**src/hdl/rkx_pkg.sv**
```systemverilog
`default_nettype none

package rkx_pkg;

   // Fixed widths of the request, response and register payloads.
   localparam int unsigned OPCODE_W    = 2;
   localparam int unsigned DATA_W      = 8;
   localparam int unsigned CSR_INDEX_W = 2;
   localparam int unsigned CSR_DATA_W  = 64;
   localparam int unsigned KEY_WORDS   = 4;
   localparam int unsigned BASE_BYTES  = 32;
   localparam int unsigned BASE_W      = BASE_BYTES * DATA_W;

   typedef enum logic [OPCODE_W-1:0] {
      OP_MSG     = 2'd0,
      OP_CHUNK   = 2'd1,
      OP_RESTORE = 2'd2,
      OP_NONE    = 2'd3
   } op_type;

   typedef enum logic [CSR_INDEX_W-1:0] {
      CSR_KEY_WORD_0 = 2'd0,
      CSR_KEY_WORD_1 = 2'd1,
      CSR_KEY_WORD_2 = 2'd2,
      CSR_KEY_WORD_3 = 2'd3
   } csr_index_type;

   // Commands from the sequencer to the key bank.
   typedef struct packed {
      logic load;        // restore the base key and clear the round count
      logic roll;        // roll the key at this edge
      logic use_rolled;  // the byte is ciphered with the rolled key
   } key_cmd_type;

   // One key byte after a roll: mask with (round*31 + index*17), rotate left.
   function automatic logic [DATA_W-1:0] roll_byte(input logic [DATA_W-1:0] value,
                                                   input logic [DATA_W-1:0] round,
                                                   input logic [DATA_W-1:0] index);
      logic [DATA_W-1:0] mask;
      logic [DATA_W-1:0] mixed;
      mask  = (round << 5) - round + (index << 4) + index;
      mixed = value ^ mask;
      return {mixed[DATA_W-2:0], mixed[DATA_W-1]};
   endfunction

endpackage

`default_nettype wire

```
**src/hdl/rkx_channels.sv**
```systemverilog
`default_nettype none

interface rkx_req_if;
   logic                           valid;
   logic                           ready;
   logic [rkx_pkg::OPCODE_W-1:0]   opcode;
   logic [rkx_pkg::DATA_W-1:0]     byte_in;
   logic                           is_last;

   modport source (output valid, output opcode, output byte_in, output is_last, input ready);
   modport sink   (input valid, input opcode, input byte_in, input is_last, output ready);
endinterface

interface rkx_rsp_if;
   logic                           valid;
   logic                           ready;
   logic [rkx_pkg::DATA_W-1:0]     byte_out;
   logic                           out_last;

   modport source (output valid, output byte_out, output out_last, input ready);
   modport sink   (input valid, input byte_out, input out_last, output ready);
endinterface

interface rkx_csr_if;
   logic                              valid;
   logic                              ready;
   logic [rkx_pkg::CSR_INDEX_W-1:0]   index;
   logic [rkx_pkg::CSR_DATA_W-1:0]    data;

   modport source (output valid, output index, output data, input ready);
   modport sink   (input valid, input index, input data, output ready);
endinterface

`default_nettype wire

```
**src/hdl/rolling_key_xor_stream_cipher.sv**
```systemverilog
// Channel   Direction  Payload                              Handshake
// req_chan  in         opcode[1:0], byte_in[7:0], is_last   valid/ready
// rsp_chan  out        byte_out[7:0], out_last              valid/ready
// csr_chan  in         index[1:0], data[63:0]               valid/ready, always ready
//
// One request per cycle: a byte request is ciphered in the cycle it is accepted and its
// response is registered, so it appears in the cycle after. The key roll updates all key
// bytes in parallel, so no request ever waits on it. Request ready drops only while a
// response is held and the response side stalls. Reset is synchronous and clears the
// base key, the current key, the round count and the chunk and key positions.
`default_nettype none

module rolling_key_xor_stream_cipher #(
   parameter int unsigned KEY_BYTES   = 32,
   parameter int unsigned CHUNK_BYTES = 1024
) (
   input  wire logic clock,
   input  wire logic reset,
   rkx_req_if.sink   req_chan,
   rkx_rsp_if.source rsp_chan,
   rkx_csr_if.sink   csr_chan
);
   import rkx_pkg::*;

   localparam int unsigned KIDX_W = (KEY_BYTES > 1) ? $clog2(KEY_BYTES) : 1;

   logic [CSR_DATA_W-1:0] key_word_ff [KEY_WORDS];
   logic [BASE_W-1:0]     base_key;
   key_cmd_type           cmd;
   logic [KIDX_W-1:0]     key_index;
   logic [DATA_W-1:0]     key_byte;
   logic                  fire;
   logic                  emit;
   logic                  rsp_valid_ff, rsp_valid_in;
   logic [DATA_W-1:0]     byte_out_ff;
   logic                  out_last_ff;

   // Base key registers.
   assign csr_chan.ready = 1'b1;

   always_ff @(posedge clock) begin
      if (reset) begin
         for (int i = 0; i < KEY_WORDS; i++) begin
            key_word_ff[i] <= '0;
         end
      end else if (csr_chan.valid) begin
         case (csr_index_type'(csr_chan.index))
            CSR_KEY_WORD_0: key_word_ff[0] <= csr_chan.data;
            CSR_KEY_WORD_1: key_word_ff[1] <= csr_chan.data;
            CSR_KEY_WORD_2: key_word_ff[2] <= csr_chan.data;
            CSR_KEY_WORD_3: key_word_ff[3] <= csr_chan.data;
            default: ;
         endcase
      end
   end

   assign base_key = {key_word_ff[3], key_word_ff[2], key_word_ff[1], key_word_ff[0]};

   assign req_chan.ready = !rsp_valid_ff || rsp_chan.ready;
   assign fire           = req_chan.valid && req_chan.ready;

   rkx_sequencer #(
      .KEY_BYTES   (KEY_BYTES),
      .CHUNK_BYTES (CHUNK_BYTES)
   ) u_sequencer (
      .clock     (clock),
      .reset     (reset),
      .fire      (fire),
      .opcode    (req_chan.opcode),
      .is_last   (req_chan.is_last),
      .cmd       (cmd),
      .key_index (key_index),
      .emit      (emit)
   );

   rkx_key_bank #(
      .KEY_BYTES (KEY_BYTES)
   ) u_key_bank (
      .clock     (clock),
      .reset     (reset),
      .base_key  (base_key),
      .cmd       (cmd),
      .key_index (key_index),
      .key_byte  (key_byte)
   );

   // Response register.
   always_comb begin
      rsp_valid_in = rsp_valid_ff;
      if (rsp_chan.ready) begin
         rsp_valid_in = 1'b0;
      end
      if (emit) begin
         rsp_valid_in = 1'b1;
      end
   end

   always_ff @(posedge clock) begin
      if (reset) begin
         rsp_valid_ff <= 1'b0;
      end else begin
         rsp_valid_ff <= rsp_valid_in;
      end
   end

   always_ff @(posedge clock) begin
      if (emit) begin
         byte_out_ff <= req_chan.byte_in ^ key_byte;
         out_last_ff <= req_chan.is_last;
      end
   end

   assign rsp_chan.valid    = rsp_valid_ff;
   assign rsp_chan.byte_out = byte_out_ff;
   assign rsp_chan.out_last = out_last_ff;

endmodule

`default_nettype wire

```
**src/hdl/rkx_key_bank.sv**
```systemverilog
`default_nettype none

module rkx_key_bank #(
   parameter int unsigned KEY_BYTES = 32
) (
   input  wire logic                          clock,
   input  wire logic                          reset,
   input  wire logic [rkx_pkg::BASE_W-1:0]    base_key,
   input  wire rkx_pkg::key_cmd_type          cmd,
   input  wire logic [((KEY_BYTES > 1) ? $clog2(KEY_BYTES) : 1)-1:0] key_index,
   output logic      [rkx_pkg::DATA_W-1:0]    key_byte
);
   import rkx_pkg::*;

   logic [DATA_W-1:0] key_ff    [KEY_BYTES];
   logic [DATA_W-1:0] key_in    [KEY_BYTES];
   logic [DATA_W-1:0] rolled    [KEY_BYTES];
   logic [DATA_W-1:0] round_ff;
   logic [DATA_W-1:0] round_in;
   logic [DATA_W-1:0] round_next;

   assign round_next = round_ff + DATA_W'(1);

   // Every key byte rolls in parallel with the incremented round count.
   for (genvar i = 0; i < KEY_BYTES; i++) begin : g_roll
      assign rolled[i] = roll_byte(key_ff[i], round_next, DATA_W'(i));
   end

   always_comb begin
      round_in = round_ff;
      for (int i = 0; i < KEY_BYTES; i++) begin
         key_in[i] = key_ff[i];
      end
      if (cmd.load) begin
         round_in = '0;
         for (int i = 0; i < KEY_BYTES; i++) begin
            key_in[i] = base_key[i*DATA_W +: DATA_W];
         end
      end else if (cmd.roll) begin
         round_in = round_next;
         for (int i = 0; i < KEY_BYTES; i++) begin
            key_in[i] = rolled[i];
         end
      end
   end

   assign key_byte = cmd.use_rolled ? rolled[key_index] : key_ff[key_index];

   always_ff @(posedge clock) begin
      if (reset) begin
         round_ff <= '0;
         for (int i = 0; i < KEY_BYTES; i++) begin
            key_ff[i] <= '0;
         end
      end else begin
         round_ff <= round_in;
         for (int i = 0; i < KEY_BYTES; i++) begin
            key_ff[i] <= key_in[i];
         end
      end
   end

endmodule

`default_nettype wire

```
**src/hdl/rkx_sequencer.sv**
```systemverilog
`default_nettype none

module rkx_sequencer #(
   parameter int unsigned KEY_BYTES   = 32,
   parameter int unsigned CHUNK_BYTES = 1024
) (
   input  wire logic                           clock,
   input  wire logic                           reset,
   input  wire logic                           fire,
   input  wire logic [rkx_pkg::OPCODE_W-1:0]   opcode,
   input  wire logic                           is_last,
   output rkx_pkg::key_cmd_type                cmd,
   output logic [((KEY_BYTES > 1) ? $clog2(KEY_BYTES) : 1)-1:0] key_index,
   output logic                                emit
);
   import rkx_pkg::*;

   localparam int unsigned KIDX_W = (KEY_BYTES > 1) ? $clog2(KEY_BYTES) : 1;
   localparam int unsigned CP_W   = $clog2(CHUNK_BYTES + 1);

   op_type            op;
   logic [CP_W-1:0]   cp_ff, cp_in, cp_eff, cp_next;
   logic [KIDX_W-1:0] kp_ff, kp_in, kp_eff, kp_next;
   logic              in_msg_ff, in_msg_in;
   logic              byte_op;
   logic              pre_roll;

   assign op      = op_type'(opcode);
   assign byte_op = (op == OP_MSG) || (op == OP_CHUNK);
   assign emit    = fire && byte_op;

   // A message byte that starts a later chunk rolls the key first and then
   // uses key byte zero of the rolled key.
   assign pre_roll = (op == OP_MSG) && in_msg_ff && (cp_ff == CP_W'(CHUNK_BYTES));
   assign cp_eff   = pre_roll ? '0 : cp_ff;
   assign kp_eff   = pre_roll ? '0 : kp_ff;
   assign kp_next  = (kp_eff == KIDX_W'(KEY_BYTES - 1)) ? '0 : kp_eff + KIDX_W'(1);
   assign cp_next  = ((op == OP_MSG) && (cp_eff < CP_W'(CHUNK_BYTES))) ?
                     cp_eff + CP_W'(1) : cp_eff;
   assign key_index = kp_eff;

   always_comb begin
      cmd.load       = fire && (op == OP_RESTORE);
      cmd.roll       = emit && (pre_roll || ((op == OP_CHUNK) && is_last));
      cmd.use_rolled = pre_roll;
      cp_in          = cp_ff;
      kp_in          = kp_ff;
      in_msg_in      = in_msg_ff;
      if (cmd.load || (emit && is_last)) begin
         cp_in     = '0;
         kp_in     = '0;
         in_msg_in = 1'b0;
      end else if (emit) begin
         cp_in     = cp_next;
         kp_in     = kp_next;
         in_msg_in = 1'b1;
      end
   end

   always_ff @(posedge clock) begin
      if (reset) begin
         cp_ff     <= '0;
         kp_ff     <= '0;
         in_msg_ff <= 1'b0;
      end else begin
         cp_ff     <= cp_in;
         kp_ff     <= kp_in;
         in_msg_ff <= in_msg_in;
      end
   end

   a_kp_range: assert property (@(posedge clock) disable iff (reset)
      kp_ff <= KIDX_W'(KEY_BYTES - 1))
      else $error("key position beyond key length");

   a_cp_range: assert property (@(posedge clock) disable iff (reset)
      cp_ff <= CP_W'(CHUNK_BYTES))
      else $error("chunk position beyond chunk length");

   a_closed_call: assert property (@(posedge clock) disable iff (reset)
      !in_msg_ff |-> (cp_ff == '0) && (kp_ff == '0))
      else $error("positions not cleared while no call is open");

   a_last_closes: assert property (@(posedge clock) disable iff (reset)
      (emit && is_last) |=> !in_msg_ff && (kp_ff == '0))
      else $error("call still open after its last byte");

endmodule

`default_nettype wire
```
**src/flat_wrapper.sv**
```systemverilog
// flat-port wrapper written by rule: the top's interface ports become plain ports
module rolling_key_xor_stream_cipher_flat import rkx_pkg::*;
#(
   parameter int unsigned KEY_BYTES   = 32,
   parameter int unsigned CHUNK_BYTES = 1024
)
  (clock, reset, req_chan_valid, req_chan_opcode, req_chan_byte_in, req_chan_is_last, req_chan_ready, rsp_chan_valid, rsp_chan_byte_out, rsp_chan_out_last, rsp_chan_ready, csr_chan_valid, csr_chan_index, csr_chan_data, csr_chan_ready);
  rkx_req_if req_chan_i ();
  rkx_rsp_if rsp_chan_i ();
  rkx_csr_if csr_chan_i ();
  input  wire logic clock;
  input  wire logic reset;
  input wire logic [$bits(req_chan_i.valid)-1:0] req_chan_valid;
  input wire logic [$bits(req_chan_i.opcode)-1:0] req_chan_opcode;
  input wire logic [$bits(req_chan_i.byte_in)-1:0] req_chan_byte_in;
  input wire logic [$bits(req_chan_i.is_last)-1:0] req_chan_is_last;
  output wire logic [$bits(req_chan_i.ready)-1:0] req_chan_ready;
  output wire logic [$bits(rsp_chan_i.valid)-1:0] rsp_chan_valid;
  output wire logic [$bits(rsp_chan_i.byte_out)-1:0] rsp_chan_byte_out;
  output wire logic [$bits(rsp_chan_i.out_last)-1:0] rsp_chan_out_last;
  input wire logic [$bits(rsp_chan_i.ready)-1:0] rsp_chan_ready;
  input wire logic [$bits(csr_chan_i.valid)-1:0] csr_chan_valid;
  input wire logic [$bits(csr_chan_i.index)-1:0] csr_chan_index;
  input wire logic [$bits(csr_chan_i.data)-1:0] csr_chan_data;
  output wire logic [$bits(csr_chan_i.ready)-1:0] csr_chan_ready;
  assign req_chan_i.valid = req_chan_valid;
  assign req_chan_i.opcode = req_chan_opcode;
  assign req_chan_i.byte_in = req_chan_byte_in;
  assign req_chan_i.is_last = req_chan_is_last;
  assign req_chan_ready = req_chan_i.ready;
  assign rsp_chan_valid = rsp_chan_i.valid;
  assign rsp_chan_byte_out = rsp_chan_i.byte_out;
  assign rsp_chan_out_last = rsp_chan_i.out_last;
  assign rsp_chan_i.ready = rsp_chan_ready;
  assign csr_chan_i.valid = csr_chan_valid;
  assign csr_chan_i.index = csr_chan_index;
  assign csr_chan_i.data = csr_chan_data;
  assign csr_chan_ready = csr_chan_i.ready;
  rolling_key_xor_stream_cipher #(.KEY_BYTES(KEY_BYTES), .CHUNK_BYTES(CHUNK_BYTES)) u_core (.clock(clock), .reset(reset), .req_chan(req_chan_i), .rsp_chan(rsp_chan_i), .csr_chan(csr_chan_i));
endmodule
```
**config.mk**
```make
export PLATFORM = sky130hd
export DESIGN_NAME = rolling_key_xor_stream_cipher_flat
export DESIGN_NICKNAME = d
export VERILOG_FILES = /design/src/hdl/rkx_pkg.sv /design/src/hdl/rkx_channels.sv /design/src/hdl/rolling_key_xor_stream_cipher.sv /design/src/hdl/rkx_key_bank.sv /design/src/hdl/rkx_sequencer.sv /design/src/flat_wrapper.sv
export SDC_FILE = /design/constraint.sdc
export NUM_CORES = 1
export LEC_CHECK = 0
export ABC_AREA = 1
export BUFFER_PORTS_ARGS = -buffer_cell sky130_fd_sc_hd__buf_2
export CAP_MARGIN = 20
export CORE_MARGIN = 2
export CORE_UTILIZATION = 27
export CTS_CLUSTER_DIAMETER = 150
export CTS_CLUSTER_SIZE = 14
export DETAILED_ROUTE_END_ITERATION = 10
export PLACE_DENSITY = 0.4
export SYNTH_ARGS = -nofsm -noshare
export SYNTH_HDL_FRONTEND = slang
export SYNTH_HIERARCHICAL = 1
export SYNTH_SLANG_ARGS = --single-unit
```
**constraint.sdc**
```tcl
create_clock -name clock -period 5.6 [get_ports clock]
set_clock_uncertainty 0.15 [all_clocks]
set_input_delay 0 -clock clock [delete_from_list [all_inputs] [get_ports clock]]
set_output_delay 0 -clock clock [all_outputs]
set_load 0.02 [all_outputs]
```
==> load_flow_metrics.sql <==
INSERT INTO impl_metrics (metric_group, metric, value, unit) VALUES
('critical_path', 'worst_path_cell_with_the_longest_stage_delay', 'ha_1', ''),
('critical_path', 'critical_path_arrival', '5.32', 'ns'),
('sta', 'setup-violations-final', '0', ''),
('sta', 'fin_crit', '5.06', 'ns'),
('placed_design', 'dp.final_hpwl', '102', 'mm'),
('power', 'switching_share', '31.7', '%'),
('logic_synthesis', 'synth_enable_flop_cells', '265', ''),
('floorplan', 'die_outline_area', '0.121', 'mm²'),
('logic_synthesis', 'synth-async-reset-ratio', '0', '%'),
('route', 'drtPass1Iterations', '7', ''),
('clock_tree', 'tritoncts', 'yes', ''),
('sta', 'timing.slew.headroom', '21.4', '%'),
('route', 'drtAntennaViolNets', '0', ''),
('clock_tree', 'tritoncts.num_buffers', '45', ''),
('logic_synthesis', 'synth-main-ff-cell', 'dfxtp_1', ''),
('critical_path', 'critPathMaxStageDelay', '0.65', 'ns'),
('critical_path', 'critPathCaptureType', 'register', ''),
('power', 'internal-power', '0.00644', 'W'),
('logic_synthesis', 'synthesis.area_per_instance', '7.65', 'µm²'),
('sta', 'final-max-slew-violation-count', '0', ''),
('placed_design', 'buffer_ports.inserted', '92', ''),
('route', 'vias_per_cell', '5.09', ''),
('global_routing', 'grt_usage', '23.3', '%'),
('route', 'via_count', '29318', ''),
('route', 'drt_drc_violations_left', '0', ''),
('logic_synthesis', 'synth.yosys.seq_area_share', '42.5', '%'),
('floorplan', 'floorplan.initialDensity', '27.2', '%'),
('run_status', 'status', 'completed', ''),
('cells_and_area', 'antenna_cells_inserted', '0', ''),
('cells_and_area', 'syn2layout_area_growth', '13.1', '%'),
('global_routing', 'global_route.overflow_total', '0', ''),
('clock_tree', 'ctsHtreeMaxLevel', '2', ''),
('floorplan', 'floorplan.io_pins', '94', ''),
('logic_synthesis', 'synth.yosys.warnings', '6', ''),
('power', 'pwr-share-seq', '48.5', '%'),
('sta', 'fin_tns_setup', '0', 'ns'),
('route', 'finalWirelength', '144', 'mm'),
('placed_design', 'place_ws', '0.646', 'ns'),
('power', 'p_leak', '13.5', 'nW'),
('critical_path', 'timing.critical_path.mode_cell', 'nand2_1', ''),
('cells_and_area', 'commonest_cells_after_routing_fill_and_taps_aside', 'nand2_1, nor2_1, inv_1, dfxtp_1, edfxtp_1', ''),
('logic_synthesis', 'netlist_area', '0.0320', 'mm²'),
('clock_tree', 'clkSinkCount', '547', ''),
('critical_path', 'critical_path_required', '5.86', 'ns'),
('sta', 'fin_crit_sh', '90.3', '%'),
('sta', 'tightestPinTransition', '1.18', 'ns'),
('global_routing', 'grt_max_degree', '162', ''),
('cells_and_area', 'final_common_cell', 'nand2_1', ''),
('cells_and_area', 'drive_gt1_share', '8.35', '%'),
('power', 'vdd_drop_max', '0.188', 'mV'),
('clock_tree', 'clkTransAtPathRegs', '0.09', 'ns'),
('power', 'cellPowerDensity', '261', 'mW/mm²'),
('sta', 'post-route-worst-setup-slack', '0.541', 'ns'),
('logic_synthesis', 'synth_cells', '4179', ''),
('job', 'maxCapViolations', '0', ''),
('floorplan', 'horizontal_die_dimension', '348', 'µm'),
('placed_design', 'routabilityCongestion', '0.938', ''),
('route', 'detail_route.iter0.violations', '2711', ''),
('floorplan', 'die-height', '348', 'µm'),
('critical_path', 'cp_max_fo', '14', ''),
('power', 'p_clk_share', '33.9', '%'),
('cells_and_area', 'nFillCells', '12811', ''),
('logic_synthesis', 'ys_types', '53', ''),
('critical_path', 'worstPathCellList', 'buf_4 -> nand2_1 -> nor2_1 -> nand2_1 -> nor2_1 -> xnor2_1 -> ha_1 -> inv_1 -> nor2_1 -> nand2_1 -> nand2_2 -> inv_2 -> ha_1 -> buf_4 -> xnor2_1 -> xor2_1 -> a21oi_1 -> o21ai_0 -> o21ai_0 -> o211ai_1 -> nand3_1 -> nand3_1 -> nand2_1 -> xor2_1', ''),
('route', 'wire_per_inst', '25.0', 'µm'),
('floorplan', 'core', '0.118', 'mm²'),
('cells_and_area', 'design.final.nets', '4307', ''),
('logic_synthesis', 'yosys_register_bits', '547', ''),
('sta', 'rsz0062_at_grt', 'false', ''),
('clock_tree', 'clock_latency', '0.67', 'ns'),
('power', 'power.share.combinational', '17.6', '%');
per-layer routing:
metal  wire (µm)  up-vias  track usage (%)
met5           0        -                0
met4        3870        0             6.04
met3        6210      162             2.30
met2       68500      822             39.2
met1       65500    14425             32.0
li1            -    13909                -
path summary, 6_finish.rpt:
| kind | start | end | slack, ns | cells past startpoint |
|---|---|---|---|---|
| max | u_core/u_key_bank/round_ff[2] | u_core/rsp_chan.byte_out[6] | 0.54 | 24 |
| min | req_chan_byte_in[2] | u_core/rsp_chan.byte_out[2] | 0.06 | 3 |
| max reg2reg | u_core/u_key_bank/round_ff[2] | u_core/rsp_chan.byte_out[6] | 0.54 | 24 |
| min reg2reg | u_core/u_sequencer/kp_ff[4] | u_core/u_sequencer/kp_ff[4] | 0.32 | 2 |
timing repair:
action | CTS | global route
hold buffers | 91 | 0
resized for setup | 0 | 0
hold endpoints to repair | 373 | 0
registers in the layout, indices dropped and copies added, names as in the netlist:
register,flops
u_core/rsp_chan.byte_out,8
u_core/u_key_bank/round_ff,8
u_core/u_sequencer/cp_ff,11
u_core/rsp_chan.valid,1
u_core/u_sequencer/in_msg_ff,1
u_core/key_word_ff,256
u_core/rsp_chan.out_last,1
u_core/u_sequencer/kp_ff,5
u_core/u_key_bank/key_ff,256
worst max-delay path: cells and delay by family, from the launching register on:
kind,cells,cell delay [ns]
AND/OR/NAND/NOR,10,1.18
buffers and inverters,4,0.75
adder cells (fa/ha/maj),2,0.96
XOR/XNOR,4,0.68
flip-flops,1,0.36
AO/OA/AOI/OAI,4,0.72
area by class of cell:
cell class | count | area [µm²] | area share (%)
flip-flops and latches | 547 | 13600 | 37.6
multi-input cells | 3021 | 16000 | 44.2
clock buffers | 79 | 1250 | 3.47
well taps | 1536 | 1920 | 5.31
repair buffers | 256 | 2120 | 5.85
clock inverters | 3 | 56.3 | 0.156
inverters | 322 | 1230 | 3.39
kinds of logic after synthesis:
kind of cell | Yosys count | share of synthesized area (%)
AOI/OAI and AO/OA | 760 | 14.2
DFF | 547 | 42.5
and+or+nand+nor | 1911 | 25.1
adders and majority gates | 32 | 1.25
buffers and inverters | 611 | 7.78
xor gates and xnor gates | 317 | 9.13
other | 1 | 0.0117
per-stage QoR:
| step | std cells | power [W] | cell area [µm²] | utilization, % | hold slack, ns |
|---|---|---|---|---|---|
| after floorplan | 4179 | 0.00560 | 32000 | - | -0.0511 |
| after global placement | 5589 | 0.00627 | 33900 | 28.8 | 0.0696 |
| after detailed placement | 5590 | 0.00627 | 33900 | 28.8 | 0.0667 |
| after CTS | 5763 | 0.00952 | 36200 | 30.7 | 0.0120 |
| after global routing | 5764 | 0.00982 | 36200 | 30.7 | 0.0468 |
| final | 5764 | 0.00943 | 36200 | 30.7 | 0.0591 |
power groups by stage:
| stage | Combinational, W | Clock [W] | Sequential, W |
|---|---|---|---|
| after floorplan | 0.00100 | 0 | 0.00460 |
| after global placement | 0.00161 | 0 | 0.00466 |
| after detailed placement | 0.00161 | 0 | 0.00466 |
| after CTS | 0.00166 | 0.00328 | 0.00457 |
| after global routing | 0.00180 | 0.00342 | 0.00459 |
| final | 0.00166 | 0.00319 | 0.00457 |
synth_stat cells (2+ instances only):
cell / count / share of area [%]
nand3b_1: 8 / 0.19
a31oi_1: 261 / 5.1
o211ai_1: 47 / 1.1
buf_8: 2 / 0.094
nor2_2: 4 / 0.078
nand2_4: 7 / 0.25
o21ai_2: 3 / 0.082
buf_1: 12 / 0.14
buf_2: 35 / 0.55
xnor2_1: 126 / 3.4
nand3_1: 222 / 3.5
nand3_2: 3 / 0.094
edfxtp_1: 265 / 25
a211oi_1: 2 / 0.047
nand2_1: 1118 / 13
nor3_1: 20 / 0.31
nor3_2: 49 / 1.5
or2_1: 2 / 0.039
inv_1: 306 / 3.6
xor2_2: 14 / 0.71
o221ai_1: 51 / 1.4
o21ai_1: 13 / 0.20
o22ai_1: 33 / 0.65
nand2_2: 19 / 0.37
nor2_1: 439 / 5.2
dfxtp_1: 282 / 18
ha_1: 32 / 1.3
o21bai_1: 2 / 0.047
clkbuf_1: 216 / 2.5
buf_4: 15 / 0.35
a21oi_1: 83 / 1.3
o21ai_0: 256 / 4.0
nand4_1: 15 / 0.29
xor2_1: 175 / 4.8
a32o_1: 3 / 0.094
inv_2: 14 / 0.16
buf_6: 9 / 0.32
Note: power is estimated with default switching activity, not from simulation.
